==> config.mk <==
export PLATFORM = sky130hd
export DESIGN_NAME = lpps_ctrl
export DESIGN_NICKNAME = d
export VERILOG_FILES = /design/src/lpps_pkg.sv /design/src/lpps_ctrl.sv
export SDC_FILE = /design/constraint.sdc
export NUM_CORES = 1
export LEC_CHECK = 0
export ABC_AREA = 1
export BUFFER_PORTS_ARGS = -buffer_cell sky130_fd_sc_hd__buf_2
export CORE_AREA = 5 5 42 44
export CTS_BUF_LIST = sky130_fd_sc_hd__clkbuf_8
export DETAILED_ROUTE_END_ITERATION = 10
export DIE_AREA = 0 0 47 49
export GPL_ROUTABILITY_DRIVEN = 1
export SLEW_MARGIN = 40
export SYNTH_ARGS = -nofsm -noshare
export SYNTH_HDL_FRONTEND = slang
export SYNTH_SLANG_ARGS = --single-unit
==> constraint.sdc <==
create_clock -name clk -period 2.1 [get_ports clk]
set_clock_uncertainty 0.15 [all_clocks]
set_input_delay 0.21 -clock clk [delete_from_list [all_inputs] [get_ports clk]]
set_output_delay 0.21 -clock clk [all_outputs]
set_load 0.02 [all_outputs]
==> src/lpps_pkg.sv <==
// Shared types and constants for the LED pattern PWM sequencer.
// No dependencies; used by the controller, the datapath and the top level.
package lpps_pkg;

  localparam int NUM_LEDS    = 8;
  localparam int NUM_EFFECTS = 8;
  localparam int MAX_STEPS   = 256;

  localparam int LED_W    = 3;
  localparam int EFF_W    = 3;
  localparam int STEP_W   = 8;
  localparam int PER_W    = 9;
  localparam int REP_W    = 16;
  localparam int REM_W    = 25;
  localparam int MEM_AW   = EFF_W + STEP_W;
  localparam int MEM_DEPTH = NUM_EFFECTS * MAX_STEPS;
  localparam int CFG_AW   = 1;
  localparam int CFG_DW   = 8;

  localparam logic [CFG_AW-1:0] CFG_NUM_LEDS    = 1'd0;
  localparam logic [CFG_AW-1:0] CFG_ACTIVE_LOW  = 1'd1;

  typedef enum logic [1:0] {
    REQ_TICK        = 2'd0,
    REQ_CMD         = 2'd1,
    REQ_LOAD_STEP   = 2'd2,
    REQ_LOAD_PERIOD = 2'd3
  } req_t;

  typedef enum logic [1:0] {
    CMD_OFF   = 2'd0,
    CMD_ON    = 2'd1,
    CMD_IDLE  = 2'd2,
    CMD_START = 2'd3
  } cmd_t;

  typedef enum logic [1:0] {
    ACT_INACTIVE = 2'd0,
    ACT_ACTIVE   = 2'd1,
    ACT_PWM      = 2'd2
  } action_t;

  typedef enum logic [1:0] {
    STS_IDLE   = 2'd0,
    STS_OFF    = 2'd1,
    STS_ACTIVE = 2'd2
  } status_t;

  typedef enum logic [1:0] {
    S_IDLE,
    S_READ,
    S_EXEC
  } state_t;

  typedef struct packed {
    logic capture;
    logic mem_cycle;
    logic commit;
  } dp_cmd_t;

  typedef struct packed {
    logic has_result;
    logic out_busy;
  } dp_sts_t;

endpackage

==> src/lpps_ctrl.sv <==
// Controller state machine of the LED pattern PWM sequencer.
// Depends on lpps_pkg; drives datapath commands, reads datapath status.
module lpps_ctrl (
  input  logic              clk,
  input  logic              rst_n,
  input  logic              in_valid,
  output logic              in_stall,
  input  lpps_pkg::dp_sts_t sts,
  output lpps_pkg::dp_cmd_t cmd
);

  lpps_pkg::state_t state_r, state_nxt;
  logic             go;

  // Finish the item unless its result would overwrite a held output.
  assign go = !(sts.has_result && sts.out_busy);

  always_comb begin
    state_nxt = state_r;
    unique case (state_r)
      lpps_pkg::S_IDLE: begin
        if (in_valid) state_nxt = lpps_pkg::S_READ;
      end
      lpps_pkg::S_READ: begin
        state_nxt = lpps_pkg::S_EXEC;
      end
      lpps_pkg::S_EXEC: begin
        if (go) state_nxt = in_valid ? lpps_pkg::S_READ : lpps_pkg::S_IDLE;
      end
      default: state_nxt = lpps_pkg::S_IDLE;
    endcase
  end

  always_comb begin
    in_stall      = !((state_r == lpps_pkg::S_IDLE) ||
                      ((state_r == lpps_pkg::S_EXEC) && go));
    cmd.capture   = in_valid && !in_stall;
    cmd.mem_cycle = (state_r == lpps_pkg::S_READ);
    cmd.commit    = (state_r == lpps_pkg::S_EXEC) && go;
  end

  always_ff @(posedge clk) begin
    if (!rst_n) begin
      state_r <= lpps_pkg::S_IDLE;
    end else begin
      state_r <= state_nxt;
    end
  end

endmodule

Word level (Yosys, flattened, before mapping):

Cells that the tools add are included.
W data, S select, Z words.

* eq/ne operators: 4
* multiplexer cells: 4
* reductions and logical operators: 8

Operator list (count)
* $pmux W2 S3: 1
* $mux W2: 2
* $ne A2 B2 Y1 const B: 2
* $logic_and A1 B1 Y1: 3
* $eq A2 B1 Y1 const B: 1
* $eq A2 B2 Y1 const B: 1
* $logic_not A1 Y1: 2
* $logic_not A2 Y1: 1
* $reduce_and A2 Y1: 1
* $logic_or A1 B1 Y1: 1
* $mux W1: 1

* register bits after elaboration: 2
* bits of input ports: 5
* word-level logic and storage cells: 17

Longest topological paths before layout:

Gate-level depths: netlist of run 1.

* depth in word-level cells: 5
* gate-level depth with buffers: 4
* mapped depth without buffers: 4

Worst setup path before layout of run 1:

Ideal clock, no wire load.

* path type: register to output
* start: reg state_r[1]
* end: out cmd[0] in the netlist's numbering
* data arrival time: 852 ps
* required time: 1740 ps
* slack: 888 ps
* stages on the path, launching flop included: 3
* path through: dfxtp_1 inv_1 nor3_1

RTL lines
* from (decl): line lpps_ctrl.sv:12 `lpps_pkg::state_t state_r, state_nxt;`
* from (signal assigned): line lpps_ctrl.sv:44 `state_r <= lpps_pkg::S_IDLE;`
* from (signal assigned): line lpps_ctrl.sv:46 `state_r <= state_nxt;`
* to (decl): line lpps_ctrl.sv:9 `output lpps_pkg::dp_cmd_t cmd`

==> metrics.md, run 1 <==
| Metric | Value |
|---|---|
| Status | completed |
| Synth area leaders | dfxtp_1 (34%), inv_1 (19%), nand2_1 (13%) |
| DR vias | 141 |
| DRC | 0 |
| Largest reg by FF count | state_r |
| N_diodes | 0 |
| First-pass DRT Iterations | 2 |
| Setup crit start kind | flip-flop |
| Worst-margin pin slew | 0.138 ns |
| RSZ-0062 raised after global routing | false |
| Utilization after layout | 0.150 |
| Leak Pwr | 0.000126 uW |
| Post-Syn Area | approximately 120 um^2 |
| CP Capture Type | output pin |
| CTS clk-pin slew, worst paths | approximately 0.03 ns |
| Total CTS buffers | 3 |
| Worst-path fanout max | 3 |
| # IOs | 9 |
| CTS tree | done |
| Largest net degree at the start of global routing | 5 |
| Biggest regs | state_r (2) |
| Synth Instances | 19 |
| Synth Area per Inst | between 6 and 7 um^2 |
| Die Span X | 47 um |
| Gp weighted congestion | 0.620 |
| DR WL/cell | 7.38 um |
| Final Setup Violations | 0 |
| WS Path Type | reg -> out |
| Die H | 49 um |
| Final HPWL DP | 250 um |
| Vias in the first global route | 153 |
| CTS root buf | clkbuf_8 |
| Sequential area share after synthesis | 0.344 |
| Hold Path Class | in -> reg |
| YS warnings | 0 |
| Initial Util | 0.0830 |
| First-pass GRT wire length | 552 um |
| Most frequent cell after synthesis | inv_1 |
| CTS HTree Levels | 1 |
| Sink Count | 2 |
| Max Slew Vio Count | 0 |
| Minimum clock period | ~1.3 ns |
| Post-Syn Nets | 24 |
| GRT Overall Usage | 0.0401 |
| Layout Nets | 36 |
| F_max | roughly 770 MHz |
| Critical Path, Cell by Cell | inv_1 -> nor3_1 -> buf_2 |
| Final Cycle Share | 0.615 |
| Post-CTS setup repair buffer count | 0 |
| DRC marker count from the first detailed-route iteration | 3 |
| Clock latency on the worst-skew pair | 0.21 ns |
| Congestion Overflow GR | 0 |
| Primary FF master, synth | dfxtp_1 |
| Cell taking the most area after synthesis | dfxtp_1 |
| Core area | 1400 um^2 |
| FP Rows | 14 |
| VDD IR max | 0.000186 V |
| Longest Clk Path Bufs | 2 |
| Die area | 2300 um^2 |
| Async set-or-reset flop fraction in the synthesized netlist | 0 |
| Crit path DAT | 0.93 ns |
| Post-route cell area | 210 um^2 |
| Post-Place Worst Slack | 1.02 ns |
| Fraction of layout cells with a size suffix above 1 | 0.414 |
| Final hold vios | 0 |
| Family with the most delay on the worst path | flip-flops |
| Slew HR | 0.907 |
| Post-CTS Hold Buffers | 0 |
| Synth cell types | 8 |
| Initial antenna violation count | 0 |
| Setup TNS | 0 ns |
| Max reg flops | 2 |
| I/O Buffers | 8 |
| DR vias/cell | 3.13 |
| Total of max-cap violations | 0 |
| Final WS setup | 0.809 ns |
| Placed cell area | 169 um^2 |
| Area delta synth->final | 80.6% |
| Pwr dens | 1020 nW/um^2 |
| Post-synth EDFFs | 0 |
| Commonest cells in the synthesized netlist | inv_1 (6), nand2_1 (4), dfxtp_1 (2), nand3_1 (2), nor2_1 (2) |
| Top-area cell type share of the netlist area | 0.344 |
| Max incr delay on CP | 0.32 ns |
| Worst EP required | 1.74 ns |
| Slowest CP cell | dfxtp_1 |
| Seq cells post-synth | 2 |
| Cts repair resizes | 0 |
| DRT Wirelength | 332 um |
| DRT antenna net count | 0 |
| Buf/Inv on CP | 2 |
[report_power, final]
part,switching [uW],internal [uW],total (uW)
logic,14.9,9.09,23.9
registers,1.45,40.4,41.9
clock network,27.0,121,148
[path summary, 6_finish.rpt]
path | from | end | slack, ns | depth (start not counted)
hold reg to reg | state_r[0] | state_r[1] | 0.39 | 2
setup / recovery | state_r[1] | cmd[0] | 0.81 | 3
hold / removal | rst_n | state_r[0] | 0.10 | 3
setup reg to reg | state_r[1] | state_r[1] | 1.24 | 4
[layer usage]
layer | GRT usage | vias to the layer above | part of all wire
met3 | 0.0443 | 0 | 0.17
met4 | 0.0415 | 0 | 0
met5 | 0 | - | 0
li1 | - | 74 | -
met2 | 0.0498 | 6 | 0.45
met1 | 0.0306 | 61 | 0.38
[kinds of logic (layout without fill, tap and decap cells)]
group                  Yosys count  count (layout)  synth area share
buffers and inverters            7              17             0.258
DFF                              2               2             0.344
and+or+nand+nor                  9               9             0.323
AOI/OAI and AO/OA                1               1            0.0753
[per-stage QoR]
stage	hold WS [ns]	power (uW)	std cells
after floorplan	0.200	58.2	19
after global placement	0.305	66.3	42
after detailed placement	0.315	66.5	42
after CTS	0.104	220	45
after global routing	0.138	226	45
final	0.104	214	45
[placed cells by master, fill, tap and decap left out]
master    instances
a21oi_2           1
buf_2             8
clkbuf_8          3
dfxtp_1           2
inv_1             6
nand2_1           4
nand3_1           2
nor2_1            2
nor3_1            1
[tightest hold or removal path, stage by stage]
cell    delay, ns
buf_2        0.08
inv_1        0.05
nor2_1       0.09
[layout make-up]
type                       count  area (um^2)
multi-input combinational     10         46.3
tap                           16         20.0
inverter                       6         22.5
timing repair buffer           8         40.0
fill                         187         1190
clock buffer                   3         41.3
sequential                     2         40.0
(Power assumes the default switching activity.)
==> run 2, diff against run 1 <==
==> constraint.sdc (replaced) <==
create_clock -name clk -period 1.12 [get_ports clk]
set_clock_uncertainty 0.15 [all_clocks]
set_input_delay 0.112 -clock clk [delete_from_list [all_inputs] [get_ports clk]]
set_output_delay 0.112 -clock clk [all_outputs]
set_load 0.02 [all_outputs]
==> run 2 against run 1 <==
Net effect:
- register-to-register slack lost 1.2 ns
- sequential share of layout area decreased by 3.9 points
- via count is 8.5% higher
- die area unchanged
- sequential cell count did not move
- cell count increased by 8.9%
- clock power rose by 89%
- core utilization is 5.0 points higher
- non-clock buffer count rose by 4
- first-iteration DRC count fell by 100%
- critical endpoint is now state_r[0]
- largest cell class is now non-clock buffers
==> metrics.md, run 2 (same netlist as run 1, synthesis figures left out) <==
| Metric | Value |
|---|---|
| Status | completed (unchanged) |
| Worst-margin pin slew | 0.112 ns (was 0.138 ns) |
| DR vias/cell | 3.12 (was 3.13) |
| Hold Path Class | in -> reg (unchanged) |
| DRC marker count from the first detailed-route iteration | 0 (was 3) |
| Worst EP required | 1.11 ns (was 1.74 ns) |
| RSZ-0062 raised after global routing | true (was false) |
| DR vias | 153 (was 141) |
| DRC | 0 (unchanged) |
| DRT Wirelength | 365 um (was 332 um) |
| Reg area | 42.5 um^2 (was 40.0 um^2) |
| Fraction of layout cells with a size suffix above 1 | 0.818 (was 0.414) |
| Post-CTS Hold Buffers | 0 (unchanged) |
| WS Path Type | reg -> reg (was reg -> out) |
| Multi-input logic area | 66.3 um^2 (was 46.3 um^2) |
| Sink Count | 2 (unchanged) |
| Final Instance Count excl. Fillers | 49 (was 45) |
| GRT Overall Usage | 0.0408 (was 0.0401) |
| Critical Path, Cell by Cell | inv_2 -> nand3_2 -> buf_4 -> buf_4 -> buf_4 -> nor2_2 (was inv_1 -> nor3_1 -> buf_2) |
| DRT antenna net count | 0 (unchanged) |
| Area delta synth->final | 141% (was 80.6%) |
| Placed cell area | 169 um^2 (unchanged) |
| Cell mode on critical path | buf_4 |
| Initial antenna violation count | 0 (unchanged) |
| First-pass DRT Iterations | 1 (was 2) |
| Longest Clk Path Bufs | 2 (unchanged) |
| # IOs | 9 (unchanged) |
| Placed cells | 42 (unchanged) |
| Final Setup Violations | 0 (unchanged) |
| Pwr dens | 1550 nW/um^2 (was 1020 nW/um^2) |
| Largest reg by FF count | state_r (unchanged) |
| Die area | 2300 um^2 (unchanged) |
| Vias in the first global route | 162 (was 153) |
| Die Span X | 47 um (unchanged) |
| Setup TNS | 0 ns (unchanged) |
| N_diodes | 0 (unchanged) |
| Clock latency on the worst-skew pair | 0.21 ns (about the same) |
| Family with the most delay on the worst path | buffers and inverters (was flip-flops) |
| Minimum clock period | 1.12 ns |
| Final HPWL DP | 248 um (was 250 um) |
| Gp weighted congestion | 0.613 (was 0.620) |
| Leak Pwr | 0.000152 uW (was 0.000126 uW) |
| Final hold vios | 0 (unchanged) |
| CTS tree | done (unchanged) |
| VDD IR max | 0.000323 V (was 0.000186 V) |
| Die H | 49 um (unchanged) |
| DR WL/cell | 7.45 um (was 7.38 um) |
| Commonest non-fill, non-tap cell in the layout | buf_4 (was buf_2) |
| Biggest regs | state_r (2) (unchanged) |
| Post-route cell area | 280 um^2 (was 210 um^2) |
| Max incr delay on CP | 0.33 ns (was 0.32 ns) |
| Max Slew Vio Count | 0 (unchanged) |
| Crit path DAT | 1.11 ns (was 0.93 ns) |
| Buf/Inv on CP | 4 (was 2) |
| Worst-path fanout max | 4 (was 3) |
| F_max | ~900 MHz |
| Max reg flops | 2 (unchanged) |
| Total of max-cap violations | 0 (unchanged) |
| First-pass GRT wire length | 579 um (was 552 um) |
| I/O Buffers | 8 (unchanged) |
| Slowest CP cell | dfxtp_2 (was dfxtp_1) |
| # fillers | 170 (was 187) |
| Final Cycle Share | 0.997 |
| Largest net degree at the start of global routing | 5 (unchanged) |
| CTS clk-pin slew, worst paths | 0.03 ns (about the same) |
| CP Capture Type | flip-flop (was output pin) |
| CTS root buf | clkbuf_8 (unchanged) |
| Total CTS buffers | 3 (unchanged) |
| Commonest non-fill, non-tap cells in the layout | buf_4 (6), inv_2 (4), buf_2 (4) (was buf_2 (8), inv_1 (6), nand2_1 (4)) |
| Initial Util | 0.0830 (unchanged) |
| Core area | 1400 um^2 (unchanged) |
| CTS HTree Levels | 1 (unchanged) |
| Setup crit start kind | flip-flop (unchanged) |
| Slew HR | 0.925 (was 0.907) |
| Congestion Overflow GR | 0 (unchanged) |
| Layout Nets | 40 (was 36) |
| FP Rows | 14 (unchanged) |
run 2: per-stage QoR:
step | total power, uW | utilization | hold slack [ns] | setup slack, ns
2_1_floorplan | 109 | - | 0.102 | 0.00636
3_3_place_gp | 124 | 0.121 | 0.206 | 0.141
3_5_place_dp | 125 | 0.121 | 0.217 | 0.141
4_1_cts | 440 | 0.188 | 0.00723 | -0.00456
5_1_grt | 457 | 0.200 | 0.0453 | -0.0417
6_report | 435 | 0.200 | 0.0142 | 0.00378
run 2: per-layer routing:
metal,track usage,vias to the layer above,part of all wire
li1,-,82,-
met1,0.0350,65,0.35
met2,0.0543,6,0.49
met3,0.0332,0,0.16
met4,0.0415,0,0
met5,0,-,0
run 2: what timing repair did:
item / in CTS / in global routing
pin swaps: 1 / 0
endpoints found under the setup margin: 3 / 5
resized for setup: 13 / 4
setup buffers: 3 / 1
run 2: final timing paths:
path	start	to	slack [ns]	cells after the start
worst min register to register	state_r[0]	state_r[1]	0.42	3
worst max-delay path	state_r[0]	state_r[0]	0.004	6
worst min-delay path	rst_n	state_r[0]	0.01	3
worst max register to register	state_r[0]	state_r[0]	0.004	6
run 2: where the power goes:
group | switching, uW | internal, uW | total, uW
registers | 4.25 | 76.6 | 80.9
clock network | 52.2 | 227 | 279
logic | 36.1 | 39.2 | 75.2
run 2: worst register-to-register path: stages (launching register included):
cell and delay (ns):
dfxtp_2 0.33, inv_2 0.06, nand3_2 0.08, buf_4 0.14, buf_4 0.12, buf_4 0.12, nor2_2 0.06
run 2: area by class of cell:
type,count,share of cell area
Tap cell,16,0.0714
Multi-Input combinational cell,10,0.237
Inverter,6,0.0804
Sequential cell,2,0.152
Timing Repair Buffer,12,0.312
Clock buffer,3,0.147
